### src/sv/ecr_pkg.sv
// ecr_pkg: shared payload types, register indexes, status codes and constants
// for the efuse calibration ratio block. No dependencies.
`timescale 1ns / 1ps
package ecr_pkg;
	typedef struct packed {
		logic [15:0] debug_control;
		logic [15:0] current_high_word;
		logic [15:0] current_low_word;
		logic [15:0] voltage_high_word;
		logic [15:0] voltage_low_word;
	} in_t;

	typedef struct packed {
		logic signed [31:0] correction;
		logic [1:0]         status;
	} out_t;

	typedef enum logic [1:0] {
		REG_FIELD_MASK  = 2'd0,
		REG_GAIN_WEIGHT = 2'd1,
		REG_RATIO_SCALE = 2'd2
	} reg_idx_t;

	localparam logic [1:0] ST_OK    = 2'd0;
	localparam logic [1:0] ST_EMPTY = 2'd1;
	localparam logic [1:0] ST_DZERO = 2'd2;
	localparam logic [1:0] ST_SAT   = 2'd3;

	localparam int GAIN_BASE    = 10000;
	localparam int MERGE_OR_BIT = 3;
	localparam int QBITS        = 33;

	localparam logic [15:0] RST_FIELD_MASK  = 16'h03FF;
	localparam logic [9:0]  RST_GAIN_WEIGHT = 10'd1;
	localparam logic [15:0] RST_RATIO_SCALE = 16'd8192;

	localparam logic signed [31:0] CORR_MAX = 32'sh7FFF_FFFF;
	localparam logic signed [31:0] CORR_MIN = 32'sh8000_0000;
endpackage

### src/sv/ecr_front.sv
// ecr_front: accepts items, extracts and merges the calibration fields and
// forms both gains for the queue. Depends on ecr_pkg.
`timescale 1ns / 1ps
module ecr_front import ecr_pkg::*; #(
	parameter int FW = 16,
	parameter int GW = 28
) (
	input  logic                clk,
	input  logic                arst_n,
	input  logic                in_valid,
	output logic                in_stall,
	input  in_t                 in_data,
	input  logic [15:0]         field_mask,
	input  logic [9:0]          gain_weight,
	input  logic                q_full,
	output logic                push,
	output logic [2*GW:0]       push_data
);
	localparam int SHW = $clog2(FW);
	localparam int PW  = FW + 11;

	logic [FW-1:0]  m, low, run, fm, topb;
	logic [FW:0]    msum;
	logic [SHW-1:0] sh;
	logic           use_or;
	logic [FW+15:0] mext;
	logic signed [FW-1:0] ik, vk;
	logic signed [FW-1:0] ik_s1, vk_s1;
	logic           empty_s1, valid_s1;
	logic signed [PW-1:0] iprod, vprod;
	logic signed [GW-1:0]  igain, vgain;

	function automatic logic [FW-1:0] fit(input logic [15:0] w);
		logic [FW+15:0] t;
		t = {{FW{1'b0}}, w};
		return t[FW-1:0];
	endfunction

	function automatic logic [FW-1:0] merge(input logic [15:0] hi, input logic [15:0] lo,
			input logic o, input logic [FW-1:0] r, input logic [SHW-1:0] s,
			input logic [FW-1:0] f, input logic [FW-1:0] tb);
		logic [FW-1:0] a, b, v;
		a = (fit(hi) & r) >> s;
		b = (fit(lo) & r) >> s;
		v = o ? (a | b) : (a & b);
		return (|(v & tb)) ? (v | ~f) : v;
	endfunction

	always_comb begin
		mext = {{FW{1'b0}}, field_mask};
		m    = mext[FW-1:0];
		low  = m & (~m + {{(FW-1){1'b0}}, 1'b1});
		// adding the lowest set bit clears the lowest run of ones
		msum = {1'b0, m} + {1'b0, low};
		run  = m & ~msum[FW-1:0];
		sh   = '0;
		for (int i = 0; i < FW; i++) begin
			if (low[i]) sh = SHW'(i);
		end
		fm     = run >> sh;
		topb   = fm ^ (fm >> 1);
		use_or = in_data.debug_control[MERGE_OR_BIT];
		ik = merge(in_data.current_high_word, in_data.current_low_word, use_or, run, sh, fm, topb);
		vk = merge(in_data.voltage_high_word, in_data.voltage_low_word, use_or, run, sh, fm, topb);
	end

	assign in_stall = valid_s1 & q_full;

	always_ff @(posedge clk or negedge arst_n) begin
		if (!arst_n) begin
			valid_s1 <= 1'b0;
		end else if (!in_stall) begin
			valid_s1 <= in_valid;
		end
	end

	always_ff @(posedge clk) begin
		if (!in_stall && in_valid) begin
			ik_s1    <= ik;
			vk_s1    <= vk;
			empty_s1 <= (m == '0);
		end
	end

	always_comb begin
		iprod = PW'($signed({1'b0, gain_weight})) * PW'(ik_s1);
		vprod = PW'($signed({1'b0, gain_weight})) * PW'(vk_s1);
		igain = GW'(iprod) + GW'(GAIN_BASE);
		vgain = GW'(vprod) + GW'(GAIN_BASE);
	end

	assign push      = valid_s1 & ~q_full;
	assign push_data = {empty_s1, igain, vgain};
endmodule

### config.mk
export PLATFORM = sky130hd
export DESIGN_NAME = ecr_front
export DESIGN_NICKNAME = d
export VERILOG_FILES = /design/src/sv/ecr_pkg.sv /design/src/sv/ecr_front.sv
export SDC_FILE = /design/constraint.sdc
export NUM_CORES = 1
export LEC_CHECK = 0
export BUFFER_PORTS_ARGS = -buffer_cell sky130_fd_sc_hd__buf_2
export CORE_AREA = 2 2 190 192
export DETAILED_ROUTE_END_ITERATION = 6
export DIE_AREA = 0 0 192 194
export PLACE_DENSITY = 0.85
export SETUP_SLACK_MARGIN = 0.5
export SYNTH_ARGS = -nofsm -noshare
export SYNTH_HDL_FRONTEND = slang
export SYNTH_SLANG_ARGS = --single-unit
export TNS_END_PERCENT = 20
### constraint.sdc
create_clock -name clk -period 21.7 [get_ports clk]
set_clock_uncertainty 0.05 [all_clocks]
set_input_delay 3.255 -clock clk [delete_from_list [all_inputs] [get_ports clk]]
set_output_delay 3.255 -clock clk [all_outputs]
set_load 0.1 [all_outputs]
==> run_results.csv <==
group,metric,value,unit
min_path,hold_class,"reg2reg",
timing,max_freq,73.91,MHz
timing,tns,0,ns
timing,relSlewSlack,0.1357,
synthesis,ys_seq_elements,34,
die,die_w,192,um
timing,tightest_slew,1.292,ns
synthesis,synth_top_area_frac,0.3150,
setup_path,r2r_start,"valid_s1",
clock_network,cts.sink_count,34,
route,viasPerCell,6.367,
die,die_area,0.03725,sq mm
grt,grt_pass1_wl,103500,um
finish,drive_gt1_frac,0.09455,
clock_network,clkLatencyLatePin,0.29,ns
placed_design,port_buffers,153,
clock_network,cts_buffers,5,
grt,grt_usage,0.3556,
synthesis,yosys_warnings,0,
route,wl,65170,um
route,ant_nets,0,
clock_network,cts_htree_levels,2,
clock_network,clk_pin_slew,0.05,ns
clock_network,cts-hold-fix-buffers,0,
synthesis,synth_top_cell_by_area,"fa_1",
grt,grt_pass1_vias,19265,
setup_path,cp-end-kind,"output pin",
clock_network,cts_resized,0,
timing,setup_viol,0,
synthesis,synth_area,0.01945,sq mm
synthesis,ys_top_cells_by_area,"fa_1 (32%), ha_1 (8.5%), inv_1 (7.5%), nand2_1 (6.1%), edfxtp_1 (5.1%)",
grt,grt_antenna_before_repair,3,
timing,post-route-min-period,13.53,ns
grt,grt_max_degree,89,
timing,drv_slew,0,
route,drc_errors,0,
grt,grt-ovfl-total,0,
die,ios,169,
setup_path,criticalPathCategory,"in2out",
setup_path,cp_max_fo,32,
synthesis,ys_top_cells_by_count,"inv_1 (388), nand2_1 (314), fa_1 (306)",
synthesis,synth_enable_flop_cells,33,
synthesis,syn_inst,2444,
finish,syn_to_final_growth,5.283,%
flow_run,maxCapViolCount,0,
clock_network,cts_tree,"yes",
finish,nets,3022,
route,wl_per_cell,22.18,um
die,fp.dieH,194,um
synthesis,yosysSeqAreaShare,0.05225,
setup_path,crit_required,18.40,ns
synthesis,synthMostInstantiatedCell,"inv_1",
finish,fill_cells,3151,
die,start_util,0.5521,
synthesis,synthFlopType,"edfxtp_1",
setup_path,worstPathArrival,10.23,ns
outcome,status,"finished, final reports clean",
clock_network,clockBufferDepth,2,
synthesis,ys_types,91,
placed_design,dp_hpwl,51420,um
placed_design,gp_congestion,0.9894,
synthesis,ys_async_sr_fraction,0.02941,
timing,rsz0062_at_grt,"false",
setup_path,startpoint,"gain_weight[2]",
route,drt_iter0_markers,1984,
synthesis,syn-num-nets,2992,
die,core_area,0.03522,sq mm
timing,hold_viol,0,
clock_network,post_cts.repair.setup_buffers,0,
die,rows,69,
clock_network,cts-root-buf,"clkbuf_16",
setup_path,cp-start-kind,"input pin",
min_path,hp-start,"valid_s1",
route,via_count,18706,
route,first_pass_iters,6,
timing,post-route-period-util,0.6235,
synthesis,syn_area_per_cell,7.957,sq um
final timing paths:
| check | slack [ns] | cells after the start | endpoint |
|---|---|---|---|
| max in group asynchronous | 18.84 | 1 | valid_s1 |
| worst max register to register | 20.22 | 3 | ik_s1[8] |
| worst min register to register | 0.62 | 2 | valid_s1 |
| worst max-delay path | 8.17 | 23 | push_data[26] |
| worst min-delay path | 0.62 | 2 | valid_s1 |
| min in group asynchronous | 2.68 | 1 | valid_s1 |
per-layer routing:
layer,GRT usage,vias to the layer above,share of wire
met5,0,-,0.00020
met4,0.1643,2,0.050
met3,0.05104,210,0.096
met2,0.5803,1136,0.46
met1,0.4669,9159,0.39
li1,-,8199,-
cells in the final DEF (no fill, tap or decap), types with 22 or more instances in the layout:
cell type and n:
xnor2_1 37, fa_1 306, o21ai_0 87, nand2_1 313, a21oi_1 107, buf_4 22
a211oi_1 27, nor3_1 36, nor2_1 120, buf_2 153, maj3_1 26, edfxtp_1 33
mux2i_1 29, o211ai_1 41, inv_1 388, ha_1 132, a31oi_1 24, nand3_1 53
and2_1 155
through the flow:
stage	worst slack, ns	utilization	std cells	instance area, sq um	hold slack [ns]
6_report	8.169	0.5812	2938	20470	0.6236
2_1_floorplan	8.268	-	2444	19450	1.279
3_3_place_gp	8.299	0.5772	2928	20330	0.5676
4_1_cts	8.199	0.5811	2936	20470	0.6118
3_5_place_dp	8.225	0.5772	2928	20330	0.5959
5_1_grt	7.603	0.5812	2937	20470	0.6412
registers in the layout, summed over array words and instances (netlist names):
name	count
empty_s1	1
ik_s1	16
valid_s1	1
vk_s1	16
area by class of cell:
type / instances / area (sq um) / share of cell area
clock buffers: 6 / 128.9 / 0.006295
well taps: 461 / 576.8 / 0.02817
diodes: 2 / 5.005 / 0.0002445
multi-input cells: 1868 / 16340 / 0.7983
repair buffers: 175 / 930.9 / 0.04547
flip-flops and latches: 34 / 1016 / 0.04962
inverters: 390 / 1464 / 0.07150
clock inverters: 2 / 8.758 / 0.0004278
worst max-delay path: stages:
cell	delay, ns
buf_2	0.55
nand2_1	0.19
fa_1	0.57
inv_1	0.05
fa_1	0.43
fa_1	0.49
inv_1	0.05
fa_1	0.48
fa_1	0.49
inv_1	0.04
ha_1	0.32
a21boi_0	0.16
o21ai_0	0.25
a21oi_1	0.14
o21a_1	0.23
o31a_1	0.28
nor4_1	0.34
o31ai_1	0.23
or4b_2	0.68
a31o_2	0.26
a21oi_1	0.17
xnor2_1	0.13
buf_2	0.44
cell families after synthesis:
family	synth area share
xor gates and xnor gates	0.02072
buffers and inverters	0.1087
DFF	0.05225
adders and majority gates	0.4145
muxes	0.02130
AOI/OAI and AO/OA	0.1795
and+or+nand+nor	0.2031
Power is left out: the tool's default activity adds up to more than one toggle a clock period on the data nets, which glitch-free logic cannot reach.
