`src/sv/ecr_pkg.sv`:
```
// ecr_pkg: shared payload types, register indexes, status codes and constants
// for the efuse calibration ratio block. No dependencies.
`timescale 1ns / 1ps
package ecr_pkg;
	typedef struct packed {
		logic [15:0] debug_control;
		logic [15:0] current_high_word;
		logic [15:0] current_low_word;
		logic [15:0] voltage_high_word;
		logic [15:0] voltage_low_word;
	} in_t;

	typedef struct packed {
		logic signed [31:0] correction;
		logic [1:0]         status;
	} out_t;

	typedef enum logic [1:0] {
		REG_FIELD_MASK  = 2'd0,
		REG_GAIN_WEIGHT = 2'd1,
		REG_RATIO_SCALE = 2'd2
	} reg_idx_t;

	localparam logic [1:0] ST_OK    = 2'd0;
	localparam logic [1:0] ST_EMPTY = 2'd1;
	localparam logic [1:0] ST_DZERO = 2'd2;
	localparam logic [1:0] ST_SAT   = 2'd3;

	localparam int GAIN_BASE    = 10000;
	localparam int MERGE_OR_BIT = 3;
	localparam int QBITS        = 33;

	localparam logic [15:0] RST_FIELD_MASK  = 16'h03FF;
	localparam logic [9:0]  RST_GAIN_WEIGHT = 10'd1;
	localparam logic [15:0] RST_RATIO_SCALE = 16'd8192;

	localparam logic signed [31:0] CORR_MAX = 32'sh7FFF_FFFF;
	localparam logic signed [31:0] CORR_MIN = 32'sh8000_0000;
endpackage

```
`src/sv/ecr_queue.sv`:
```
// ecr_queue: four-entry queue between the front and back parts.
// No dependencies beyond ecr_pkg import for house style.
`timescale 1ns / 1ps
module ecr_queue import ecr_pkg::*; #(
	parameter int DW = 57
) (
	input  logic          clk,
	input  logic          arst_n,
	input  logic          push,
	input  logic [DW-1:0] push_data,
	output logic          full,
	input  logic          pop,
	output logic          not_empty,
	output logic [DW-1:0] pop_data
);
	logic [DW-1:0] mem_q [0:3];
	logic [1:0]    wp_q, rp_q;
	logic [2:0]    cnt_q;

	assign full      = (cnt_q == 3'd4);
	assign not_empty = (cnt_q != 3'd0);
	assign pop_data  = mem_q[rp_q];

	always_ff @(posedge clk or negedge arst_n) begin
		if (!arst_n) begin
			wp_q  <= '0;
			rp_q  <= '0;
			cnt_q <= '0;
		end else begin
			if (push) wp_q <= wp_q + 2'd1;
			if (pop) rp_q <= rp_q + 2'd1;
			cnt_q <= cnt_q + {2'b0, push} - {2'b0, pop};
		end
	end

	always_ff @(posedge clk) begin
		if (push) mem_q[wp_q] <= push_data;
	end
endmodule

```
`config.mk`:
```
export PLATFORM = sky130hd
export DESIGN_NAME = ecr_queue
export DESIGN_NICKNAME = d
export VERILOG_FILES = /design/src/sv/ecr_pkg.sv /design/src/sv/ecr_queue.sv
export SDC_FILE = /design/constraint.sdc
export NUM_CORES = 1
export LEC_CHECK = 0
export BUFFER_PORTS_ARGS = -buffer_cell sky130_fd_sc_hd__buf_4
export CAP_MARGIN = 20
export CORE_ASPECT_RATIO = 0.6
export CORE_MARGIN = 3
export CORE_UTILIZATION = 25
export CTS_CLUSTER_DIAMETER = 40
export DETAILED_ROUTE_END_ITERATION = 8
export HOLD_SLACK_MARGIN = 0.1
export MAX_ROUTING_LAYER = met4
export PLACE_DENSITY = 0.4
export SETUP_SLACK_MARGIN = 0.15
export SLEW_MARGIN = 5
export SYNTH_ARGS = -nofsm -noshare
export SYNTH_HDL_FRONTEND = slang
export SYNTH_SLANG_ARGS = --single-unit
```
`constraint.sdc`:
```
create_clock -name clk -period 3.85 [get_ports clk]
set_input_delay 0.5775 -clock clk [delete_from_list [all_inputs] [get_ports clk]]
set_output_delay 0.5775 -clock clk [all_outputs]
set_load 0.02 [all_outputs]
```
==> impl_summary.txt, run 1 <==
----------------------------------------------------
[Drt]
  DRC violations left ... 0
  Via-per-instance ratio ... 4.116
  Number of iterations in the first detailed-routing pass ... 4
  WL per Instance ... 19.62 um
  Routed vias ... 3894
  Number of routed nets with antenna violations ... 0
  Routed Wire Length ... 18560 um
  Iteration-0 DRC Markers ... 128

[Global route]
  Wire length of the first global-routing pass ... 27580 um
  Antenna violations before repair ... 0
  Vias in the first global route ... 4481
  GRT Overall Usage ... 10.46%
  Pin count of the biggest net entering global routing ... 59
  Residual overflow from global routing ... 0

[Place]
  IO buf count ... 119
  Routability cong. ... 0.6487
  Instance count after placement with tap cells included ... 890
  Post-place setup slack ... 1.278 ns
  Detail Placement HPWL ... 10310 um

[Synthesis]
  Library cell with the largest summed area after synthesis ... sky130_fd_sc_hd__edfxtp_1
  Area share of the largest cell type after synthesis ... 79.38%
  Number of different library cells in the post-synthesis netlist ... 18
  Synthesis Warnings ... 0
  Most area-consuming cells after synthesis ... sky130_fd_sc_hd__edfxtp_1 79%, sky130_fd_sc_hd__mux4_2 15%, sky130_fd_sc_hd__dfrtp_1 2.0%, sky130_fd_sc_hd__ha_1 0.87%, sky130_fd_sc_hd__buf_12 0.46%
  Syn Nets ... 400
  Post-Syn Area ... 0.008625 mm^2
  Proportion of synthesized chip area in sequential cells ... 81.42%
  Post-synthesis cell count ... 332
  Mean area per synthesized cell ... 25.98 um^2
  Number of storage elements in the synthesis netlist ... 235

[Clocking]
  Clock tree from TritonCTS ... done
  Reg clk slew, reported paths ... 0.06 ns
  Number of gates resized after cts ... 0
  Total number of H-tree levels ... 1
  Buffer type at the clock tree root ... sky130_fd_sc_hd__clkbuf_16
  CTS buffer count ... 31
  Number of buffers between clock root and the deepest sink ... 3
  Post-CTS setup buffer count ... 0
  Clock sink count ... 235
  Cts hold-fix bufs ... 1
  Clock latency on the worst-skew pair ... 0.54 ns

[Pwr]
  Power Dens Cells ... 823.1 mW/mm^2
  Leakage power of the design ... 3.746 nW
  Worst voltage drop across the vdd grid ... 0.0004366 V

[Job]
  Count of maximum capacitance violations ... 0

[Worst setup path]
  Cell class contributing the biggest share of worst-path delay ... flip-flops
  Total buffers and inverters traversed by the critical path ... 2
  Critical Path Max Stage Delay ... 0.80 ns
  Sort of element at the start of the critical path ... register
  Most used cell along the critical path ... sky130_fd_sc_hd__buf_4
  Setup Crit Path Kind ... reg -> out
  Worst endpoint data arrival time ... 2.49 ns
  Chain of cells forming the critical path ... buf_4 > mux4_2 > buf_4
  Setup slack of the most critical reg-to-reg path ... 1.93 ns
  Crit. End Element ... output port
  Data required time of the critical path ... 3.27 ns
  Biggest fanout along the worst timing path ... 26
  Worst-path cell with the longest stage delay ... sky130_fd_sc_hd__dfrtp_4

[Layout]
  Fin cells ... 946
  Sequential cell area ... 0.007029 mm^2
  Nets ... 542
  Fraction of final layout cells sized beyond drive strength 1 ... 46.77%
  Synth-to-Final Area Change ... 27.81%
  Number of diodes added for antenna fixing ... 0
  Utilization after layout ... 33.22%
  Most common library cell in the layout ignoring fill and taps ... sky130_fd_sc_hd__edfxtp_1
  Most used cells in the layout excluding fill and tap cells ... 228 x sky130_fd_sc_hd__edfxtp_1, 120 x sky130_fd_sc_hd__buf_4, 57 x sky130_fd_sc_hd__mux4_2
  Number of fill cells in the layout ... 3201
  Area occupied by multi-input gates ... 0.001483 mm^2

[Floorplanning]
  Num rows ... 51
  Floorplan die width ... 245.8 um
  Die Ht ... 149.9 um
  Top Ports ... 120
  Die footprint ... 0.03684 mm^2
  Placeable core area ... 0.03318 mm^2
  Initial cell density of the core ... 25.99%

[STA]
  Maximum clock skew at final layout ... 0.01101 ns
  Final hold vios ... 0
  Setup violation total in the final timing report ... 0
  Period utilization ... 79.72%
  Min Tclk post-route ... 3.069 ns
  Min Hold Slack ... 0.2321 ns
  Worst slew margin ... 33.06%
  Worst path setup slack after routing ... 0.7807 ns
  RSZ-0062 raised after global routing ... false
  Final Max Tran Viols ... 0
  Maximum operating frequency ... 325.8 MHz
  Actual slew at the worst max-slew pin ... 1.004 ns
  Sum of negative setup slack ... 0 ns

[Hold path]
  Class of the worst hold path ... in -> reg

[Outcome]
  Run status ... complete, no violations

----------------------------------------------------
cells by family after synthesis:
kind of cell               Yosys count  synth area share (%)
AOI/OAI and AO/OA                    1               0.05797
and+or+nand+nor                      8                0.5223
muxes                               57                 14.88
adders and majority gates            7                 1.103
DFF                                235                 81.42
xor gates and xnor gates             5                0.5079
buffers and inverters               19                 1.509
routing by layer:
| metal | up-vias | part of all wire (%) | global-route usage [%] | wire length [um] |
|---|---|---|---|---|
| li1 | 1707 | - | - | - |
| met4 | 0 | 2.3 | 2.683 | 436 |
| met3 | 35 | 5.9 | 3.313 | 1099 |
| met5 | - | 0 | - | 0 |
| met1 | 2054 | 44 | 13.01 | 8237 |
| met2 | 98 | 47 | 16.67 | 8787 |
power breakdown:
part / switching, mW / leakage (nW) / internal, mW / total (mW)
combinational: 1.38 / 1.08 / 1.24 / 2.62
sequential: 0.341 / 2.17 / 3.36 / 3.70
clock: 1.07 / 0.489 / 1.68 / 2.75
total: 2.79 / 3.75 / 6.29 / 9.07
per-stage QoR:
stage | power, mW | cell area, um^2
6_report | 9.074 | 11020
2_1_floorplan | 5.349 | 8625
4_1_cts | 9.317 | 11020
3_5_place_dp | 6.495 | 10020
3_3_place_gp | 6.454 | 10020
5_1_grt | 9.573 | 11020
final cells by class:
type | count | share of cell area (%)
inverters | 6 | 0.2043
repair buffers | 122 | 8.445
multi-input cells | 78 | 13.45
clock inverters | 22 | 1.918
well taps | 450 | 5.108
flip-flops and latches | 235 | 63.77
clock buffers | 33 | 7.106
registers in the layout, indices dropped and copies added (netlist names):
| signal | flops |
|---|---|
| mem_q | 228 |
| cnt_q | 3 |
| rp_q | 2 |
| wp_q | 2 |
worst paths after layout:
kind | depth (start not counted) | from | endpoint
worst max-delay path | 3 | rp_q[0] | pop_data[36]
worst min-delay path | 1 | push_data[16] | mem_q[0][16]
worst max register to register | 3 | wp_q[0] | mem_q[0][42]
worst min register to register | 1 | wp_q[0] | wp_q[0]
max in group asynchronous | 2 | arst_n | rp_q[0]
min in group asynchronous | 2 | arst_n | cnt_q[2]
cells in the mapped netlist:
| master | instances |
|---|---|
| sky130_fd_sc_hd__buf_1 | 3 |
| sky130_fd_sc_hd__xor2_1 | 3 |
| sky130_fd_sc_hd__mux4_2 | 57 |
| sky130_fd_sc_hd__ha_1 | 6 |
| sky130_fd_sc_hd__nand2_1 | 2 |
| sky130_fd_sc_hd__buf_2 | 3 |
| sky130_fd_sc_hd__xnor2_1 | 2 |
| sky130_fd_sc_hd__or3_1 | 1 |
| sky130_fd_sc_hd__and3_1 | 1 |
| sky130_fd_sc_hd__buf_12 | 2 |
| sky130_fd_sc_hd__o21ai_0 | 1 |
| sky130_fd_sc_hd__and2_1 | 4 |
| sky130_fd_sc_hd__buf_4 | 4 |
| sky130_fd_sc_hd__inv_1 | 6 |
| sky130_fd_sc_hd__edfxtp_1 | 228 |
| sky130_fd_sc_hd__buf_6 | 1 |
| sky130_fd_sc_hd__fa_1 | 1 |
| sky130_fd_sc_hd__dfrtp_1 | 7 |
Note: power is estimated with default switching activity, not from simulation.
==> run 2: changes to the inputs <==
Settings changed: PLACE_DENSITY 0.4 to 0.42.
Clock period 3.85 ns to 2.7 ns, I/O delays scaled along.
==> impl_summary.txt, run 2 (synthesized netlist as in run 1, its figures left out) <==
----------------------------------------------------
[Outcome]
  Run status ... complete, no violations (unchanged)

[Drt]
  Via-per-instance ratio ... 4.113 (was 4.116)
  Routed Wire Length ... 19470 um (was 18560 um)
  WL per Instance ... 19.03 um (was 19.62 um)
  Number of routed nets with antenna violations ... 0 (unchanged)
  DRC violations left ... 0 (unchanged)
  Iteration-0 DRC Markers ... 162 (was 128)
  Routed vias ... 4208 (was 3894)
  Number of iterations in the first detailed-routing pass ... 4 (unchanged)

[Worst setup path]
  Data required time of the critical path ... 2.30 ns (was 3.27 ns)
  Worst endpoint data arrival time ... 2.04 ns (was 2.49 ns)
  Biggest fanout along the worst timing path ... 32 (was 26)
  Setup Crit Path Kind ... reg -> out (unchanged)
  Worst reg2reg path depth ... 4 (was 3)
  Crit. End Element ... output port (unchanged)
  Sort of element at the start of the critical path ... register (unchanged)

[Floorplanning]
  Floorplan die width ... 245.8 um (unchanged)
  Die footprint ... 0.03684 mm^2 (unchanged)
  Initial cell density of the core ... 25.99% (unchanged)
  Top Ports ... 120 (unchanged)
  Num rows ... 51 (unchanged)
  Die Ht ... 149.9 um (unchanged)
  Placeable core area ... 0.03318 mm^2 (unchanged)

[Layout]
  Fraction of final layout cells sized beyond drive strength 1 ... 44.06% (was 46.77%)
  Registers with the most flip-flops ... mem_q: 228 flops, cnt_q: 3 flops (unchanged)
  Synth-to-Final Area Change ... 38.42% (was 27.81%)
  Most common library cell in the layout ignoring fill and taps ... sky130_fd_sc_hd__edfxtp_1 (unchanged)
  Area occupied by multi-input gates ... 0.001483 mm^2 (unchanged)
  Number of fill cells in the layout ... 3107 (was 3201)
  Nets ... 616 (was 542)
  Register name with the most flops ... mem_q (unchanged)
  Number of flip-flops in the largest register ... 228 (unchanged)
  Most used cells in the layout excluding fill and tap cells ... 228 x sky130_fd_sc_hd__edfxtp_1, 126 x sky130_fd_sc_hd__buf_4, 60 x sky130_fd_sc_hd__dlygate4sd3_1 (was 228 x sky130_fd_sc_hd__edfxtp_1, 120 x sky130_fd_sc_hd__buf_4, 57 x sky130_fd_sc_hd__mux4_2)
  Sequential cell area ... 0.007029 mm^2 (unchanged)

[Global route]
  Residual overflow from global routing ... 0 (unchanged)
  Pin count of the biggest net entering global routing ... 33 (was 59)
  GRT Overall Usage ... 10.97% (was 10.46%)
  Global routing's busiest layer ... met2 (unchanged)
  Wire length of the first global-routing pass ... 29210 um (was 27580 um)
  Antenna violations before repair ... 1 (was 0)
  Vias in the first global route ... 4671 (was 4481)
  GR met2 Demand/Resource ... 17.18% (was 16.67%)
  Routing usage on met1 ... 14.39% (was 13.01%)
  Global-route met3 utilization ... 2.973% (was 3.313%)

[Clocking]
  Number of buffers between clock root and the deepest sink ... 3 (unchanged)
  Buffer type at the clock tree root ... sky130_fd_sc_hd__clkbuf_16 (unchanged)
  Reg clk slew, reported paths ... 0.06 ns (about the same)
  Clock sink count ... 235 (unchanged)
  Clock tree from TritonCTS ... done (unchanged)
  Clock latency on the worst-skew pair ... 0.55 ns (was 0.54 ns)
  Total number of H-tree levels ... 1 (unchanged)
  CTS buffer count ... 30 (was 31)

[Hold path]
  Class of the worst hold path ... in -> async (was in -> reg)

[STA]
  RSZ-0062 raised after global routing ... false (unchanged)
  Period utilization ... 90.74%
  Min Tclk post-route ... 2.450 ns
  Worst slew margin ... 64.92% (was 33.06%)
  Sum of negative setup slack ... 0 ns (unchanged)
  Setup violation total in the final timing report ... 0 (unchanged)
  Maximum clock skew at final layout ... 0.008448 ns (was 0.01101 ns)
  Maximum operating frequency ... 408.2 MHz
  Final hold vios ... 0 (unchanged)
  Actual slew at the worst max-slew pin ... 0.5262 ns (was 1.004 ns)
  Final Max Tran Viols ... 0 (unchanged)

[Pwr]
  Worst voltage drop across the vdd grid ... 0.0004768 V (was 0.0004366 V)
  Total power after layout ... 13.64 mW (was 9.074 mW)
  Leakage power of the design ... 4.130 nW (was 3.746 nW)
  Power Dens Cells ... 1143 mW/mm^2 (was 823.1 mW/mm^2)

[Place]
  Detail Placement HPWL ... 11550 um (was 10310 um)
  Routability cong. ... 0.6759 (was 0.6487)
  IO buf count ... 119 (unchanged)

[Job]
  Count of maximum capacitance violations ... 0 (unchanged)

----------------------------------------------------
[run 2: changes by cell type in the layout (fill, tap and decap cells not counted), sizes merged]
cell | previous run | this run
bufinv | 3 | 5
diode | 0 | 1
clkinv | 11 | 9
dlygate4sd3 | 1 | 60
clkinvlp | 2 | 6
inv | 12 | 9
buf | 121 | 137
[run 2: final timing paths]
| kind | startpoint | slack, ns | to |
|---|---|---|---|
| setup / recovery | rp_q[1] | 0.25 | pop_data[13] |
| hold / removal | arst_n | 0.22 | rp_q[1] |
| setup reg to reg | wp_q[0] | 0.91 | mem_q[2][20] |
| hold reg to reg | wp_q[0] | 0.55 | wp_q[0] |
| max in group asynchronous | arst_n | 2.34 | rp_q[0] |
| min in group clk | wp_q[0] | 0.55 | wp_q[0] |
[run 2: layout make-up]
class / instances / area share (%)
timing repair buffer: 197 / 14.82
clock buffer: 33 / 6.561
clock inverter: 23 / 2.390
antenna: 1 / 0.02096
multi-input combinational: 78 / 12.42
inverter: 6 / 0.1887
sequential: 235 / 58.88
tap: 450 / 4.716
[run 2: timing repair]
item,CTS,global route
resized for setup,0,0
setup buffers,5,0
endpoints found under the setup margin,54,0
hold endpoints to repair,237,0
hold buffers,60,0
[run 2: stage by stage]
stage	setup slack [ns]	util, %	std cells	hold slack (ns)	instance area (um^2)
2_1_floorplan	0.3100	-	332	0.1094	8625
4_1_cts	0.1928	35.97	1022	0.1829	11940
3_3_place_gp	0.5031	30.67	901	0.2256	10180
5_1_grt	0.1561	35.98	1023	0.1949	11940
6_report	0.2501	35.98	1023	0.2216	11940
3_5_place_dp	0.4937	30.67	901	0.2278	10180
[run 2: per-layer routing]
layer,part of all wire (%),routed length [um]
met5,0,0
met4,1.8,358
met3,5.2,1003
met2,47,9193
met1,46,8915
[run 2: power breakdown]
part           internal (mW)  switching (mW)
Clock                   2.60            1.57
Sequential              4.78           0.222
Combinational           2.10            2.37
[run 2: critical path: stages, from the launching register on]
cell                      delay [ns]
sky130_fd_sc_hd__dfrtp_4        0.62
sky130_fd_sc_hd__buf_12         0.29
sky130_fd_sc_hd__mux4_2         0.39
sky130_fd_sc_hd__buf_4          0.19
==> run 3: changes to the inputs <==
Settings changed: CORE_ASPECT_RATIO 0.6 to 1.75, PLACE_DENSITY 0.42 to 0.4, SLEW_MARGIN 5 to default.
Clock period 2.7 ns to 3.1 ns, I/O delays scaled along.
==> impl_summary.txt, run 3 (synthesized netlist as in run 1, its figures left out) <==
----------------------------------------------------
[Layout]
  Register name with the most flops ... mem_q (unchanged)
  Most common library cell in the layout ignoring fill and taps ... sky130_fd_sc_hd__edfxtp_1 (unchanged)
  Most used cells in the layout excluding fill and tap cells ... 228 x sky130_fd_sc_hd__edfxtp_1, 124 x sky130_fd_sc_hd__buf_4, 57 x sky130_fd_sc_hd__mux4_2 (was 228 x sky130_fd_sc_hd__edfxtp_1, 126 x sky130_fd_sc_hd__buf_4, 60 x sky130_fd_sc_hd__dlygate4sd3_1)
  Registers with the most flip-flops ... mem_q: 228 flops, cnt_q: 3 flops (unchanged)
  Number of flip-flops in the largest register ... 228 (unchanged)
  Number of fill cells in the layout ... 3282 (was 3107)
  Nets ... 550 (was 616)
  Fraction of final layout cells sized beyond drive strength 1 ... 46.80% (was 44.06%)
  Utilization after layout ... 32.71% (was 35.98%)
  Synth-to-Final Area Change ... 28.38% (was 38.42%)

[Place]
  Detail Placement HPWL ... 11230 um (was 11550 um)
  Routability cong. ... 0.6642 (was 0.6759)
  IO buf count ... 119 (unchanged)
  Post-place setup slack ... 0.6385 ns (was 0.4937 ns)

[Clocking]
  Number of buffers between clock root and the deepest sink ... 3 (unchanged)
  CTS buffer count ... 28 (was 30)
  Clock latency on the worst-skew pair ... 0.53 ns (was 0.55 ns)
  Buffer type at the clock tree root ... sky130_fd_sc_hd__clkbuf_16 (unchanged)
  Clock tree from TritonCTS ... done (unchanged)
  Total number of H-tree levels ... 1 (unchanged)
  Clock sink count ... 235 (unchanged)
  Reg clk slew, reported paths ... 0.06 ns (about the same)

[Global route]
  Vias in the first global route ... 4704 (was 4671)
  GRT Overall Usage ... 10.57% (was 10.97%)
  Wire length of the first global-routing pass ... 28610 um (was 29210 um)
  Residual overflow from global routing ... 0 (unchanged)
  Antenna violations before repair ... 2 (was 1)
  Pin count of the biggest net entering global routing ... 58 (was 33)

[Worst setup path]
  Total buffers and inverters traversed by the critical path ... 2 (unchanged)
  Chain of cells forming the critical path ... buf_4 > mux4_2 > buf_4 (was buf_12 > mux4_2 > buf_4)
  Biggest fanout along the worst timing path ... 42 (was 32)
  Setup slack of the most critical reg-to-reg path ... 1.25 ns (was 0.91 ns)
  Endpoint of the worst register-to-register path ... mem_q[2][37] (was mem_q[2][20])
  Worst reg2reg path depth ... 3 (was 4)
  Setup Crit Path Kind ... reg -> out (unchanged)
  Sort of element at the start of the critical path ... register (unchanged)
  Beginning of the worst register-to-register path ... wp_q[0] (unchanged)
  Cell class contributing the biggest share of worst-path delay ... flip-flops (unchanged)
  Data required time of the critical path ... 2.63 ns (was 2.30 ns)
  Worst endpoint data arrival time ... 2.34 ns (was 2.04 ns)
  Crit. End Element ... output port (unchanged)
  Worst-path cell with the longest stage delay ... sky130_fd_sc_hd__dfrtp_4 (unchanged)
  Critical Path Max Stage Delay ... 0.92 ns (was 0.62 ns)
  Most used cell along the critical path ... sky130_fd_sc_hd__buf_4

[Hold path]
  Hold Path Stages ... 1
  Class of the worst hold path ... in -> reg (was in -> async)
  Terminating pin of the worst hold path ... mem_q[2][51]
  Startpoint of the worst hold path ... push_data[51]

[Pwr]
  Power Dens Cells ... 1002 mW/mm^2 (was 1143 mW/mm^2)
  Total power after layout ... 11.09 mW (was 13.64 mW)
  Leakage power of the design ... 3.753 nW (was 4.130 nW)
  Worst voltage drop across the vdd grid ... 0.0004264 V (was 0.0004768 V)

[STA]
  Final hold vios ... 0 (unchanged)
  Maximum clock skew at final layout ... 0.006427 ns (was 0.008448 ns)
  Worst slew margin ... 36.35% (was 64.92%)
  Maximum operating frequency ... 356.5 MHz
  Sum of negative setup slack ... 0 ns (unchanged)
  Final Max Tran Viols ... 0 (unchanged)
  Setup violation total in the final timing report ... 0 (unchanged)
  RSZ-0062 raised after global routing ... false (unchanged)
  Actual slew at the worst max-slew pin ... 0.9548 ns (was 0.5262 ns)
  Min Tclk post-route ... 2.805 ns
  Worst path setup slack after routing ... 0.2953 ns (was 0.2501 ns)
  Period utilization ... 90.47%

[Floorplanning]
  Placeable core area ... 0.03385 mm^2 (was 0.03318 mm^2)
  Floorplan die width ... 146.4 um (was 245.8 um)
  Num rows ... 89 (was 51)
  Top Ports ... 120 (unchanged)
  Die footprint ... 0.03685 mm^2 (was 0.03684 mm^2)
  Die Ht ... 251.7 um (was 149.9 um)
  Initial cell density of the core ... 25.48% (was 25.99%)

[Drt]
  Number of routed nets with antenna violations ... 0 (unchanged)
  Via-per-instance ratio ... 4.083 (was 4.113)
  Routed vias ... 3907 (was 4208)
  DRC violations left ... 0 (unchanged)
  Number of iterations in the first detailed-routing pass ... 4 (unchanged)
  WL per Instance ... 19.48 um (was 19.03 um)
  Iteration-0 DRC Markers ... 195 (was 162)
  Routed Wire Length ... 18640 um (was 19470 um)

[Outcome]
  Run status ... complete, no violations (unchanged)

[Job]
  Count of maximum capacitance violations ... 0 (unchanged)

----------------------------------------------------
run 3: final cells by class:
class | count | area [um^2] | share of cell area [%]
Inverter | 6 | 22.52 | 0.2034
Timing Repair Buffer | 133 | 1071 | 9.673
Antenna cell | 2 | 5.005 | 0.04520
Clock buffer | 34 | 744.5 | 6.724
Multi-Input combinational cell | 78 | 1483 | 13.39
Clock inverter | 14 | 147.6 | 1.333
Sequential cell | 235 | 7029 | 63.49
Tap cell | 455 | 569.3 | 5.142
run 3: timing repair:
item | in CTS | in global routing
setup buffers | 1 | 0
hold endpoints to repair | 16 | 0
resized for setup | 0 | 0
hold buffers | 4 | 0
endpoints found under the setup margin | 31 | 0
run 3: worst reg2reg max path: cells and delay by family, from the launching register on:
kind	cells	cell delay [ns]
fa+ha+maj	1	0.15
buf+inv	1	0.10
simple gates	1	0.77
flops	1	0.43
run 3: worst max path at each step:
stage / start / to / slack, ns / cells past startpoint
after floorplan: wp_q[0] / mem_q[0][0] / 0.71 / 3
after global placement: rp_q[0] / pop_data[9] / 0.65 / 3
after detailed placement: rp_q[0] / pop_data[9] / 0.64 / 3
after CTS: rp_q[1] / pop_data[38] / 0.22 / 3
after global routing: rp_q[1] / pop_data[38] / 0.17 / 3
final: rp_q[1] / pop_data[38] / 0.30 / 3
run 3: per-layer routing:
metal	vias to the layer above	GRT usage (%)	routed length, um
met4	0	4.225	510
met3	29	2.138	861
li1	1718	-	-
met1	2066	10.72	6680
met5	-	-	0
met2	94	19.74	10590
run 3: stage by stage:
stage / hold WS, ns / cells / cell area, um^2
2_1_floorplan: 0.1694 / 332 / 8625
3_3_place_gp: 0.2817 / 902 / 10110
3_5_place_dp: 0.2837 / 902 / 10110
4_1_cts: 0.1009 / 955 / 11070
5_1_grt: 0.1046 / 957 / 11070
6_report: 0.1356 / 957 / 11070
run 3: report_power, final:
part | internal [mW] | switching (mW)
clock network | 1.88 | 1.24
logic | 1.63 | 1.82
registers | 4.17 | 0.351
total | 7.68 | 3.41
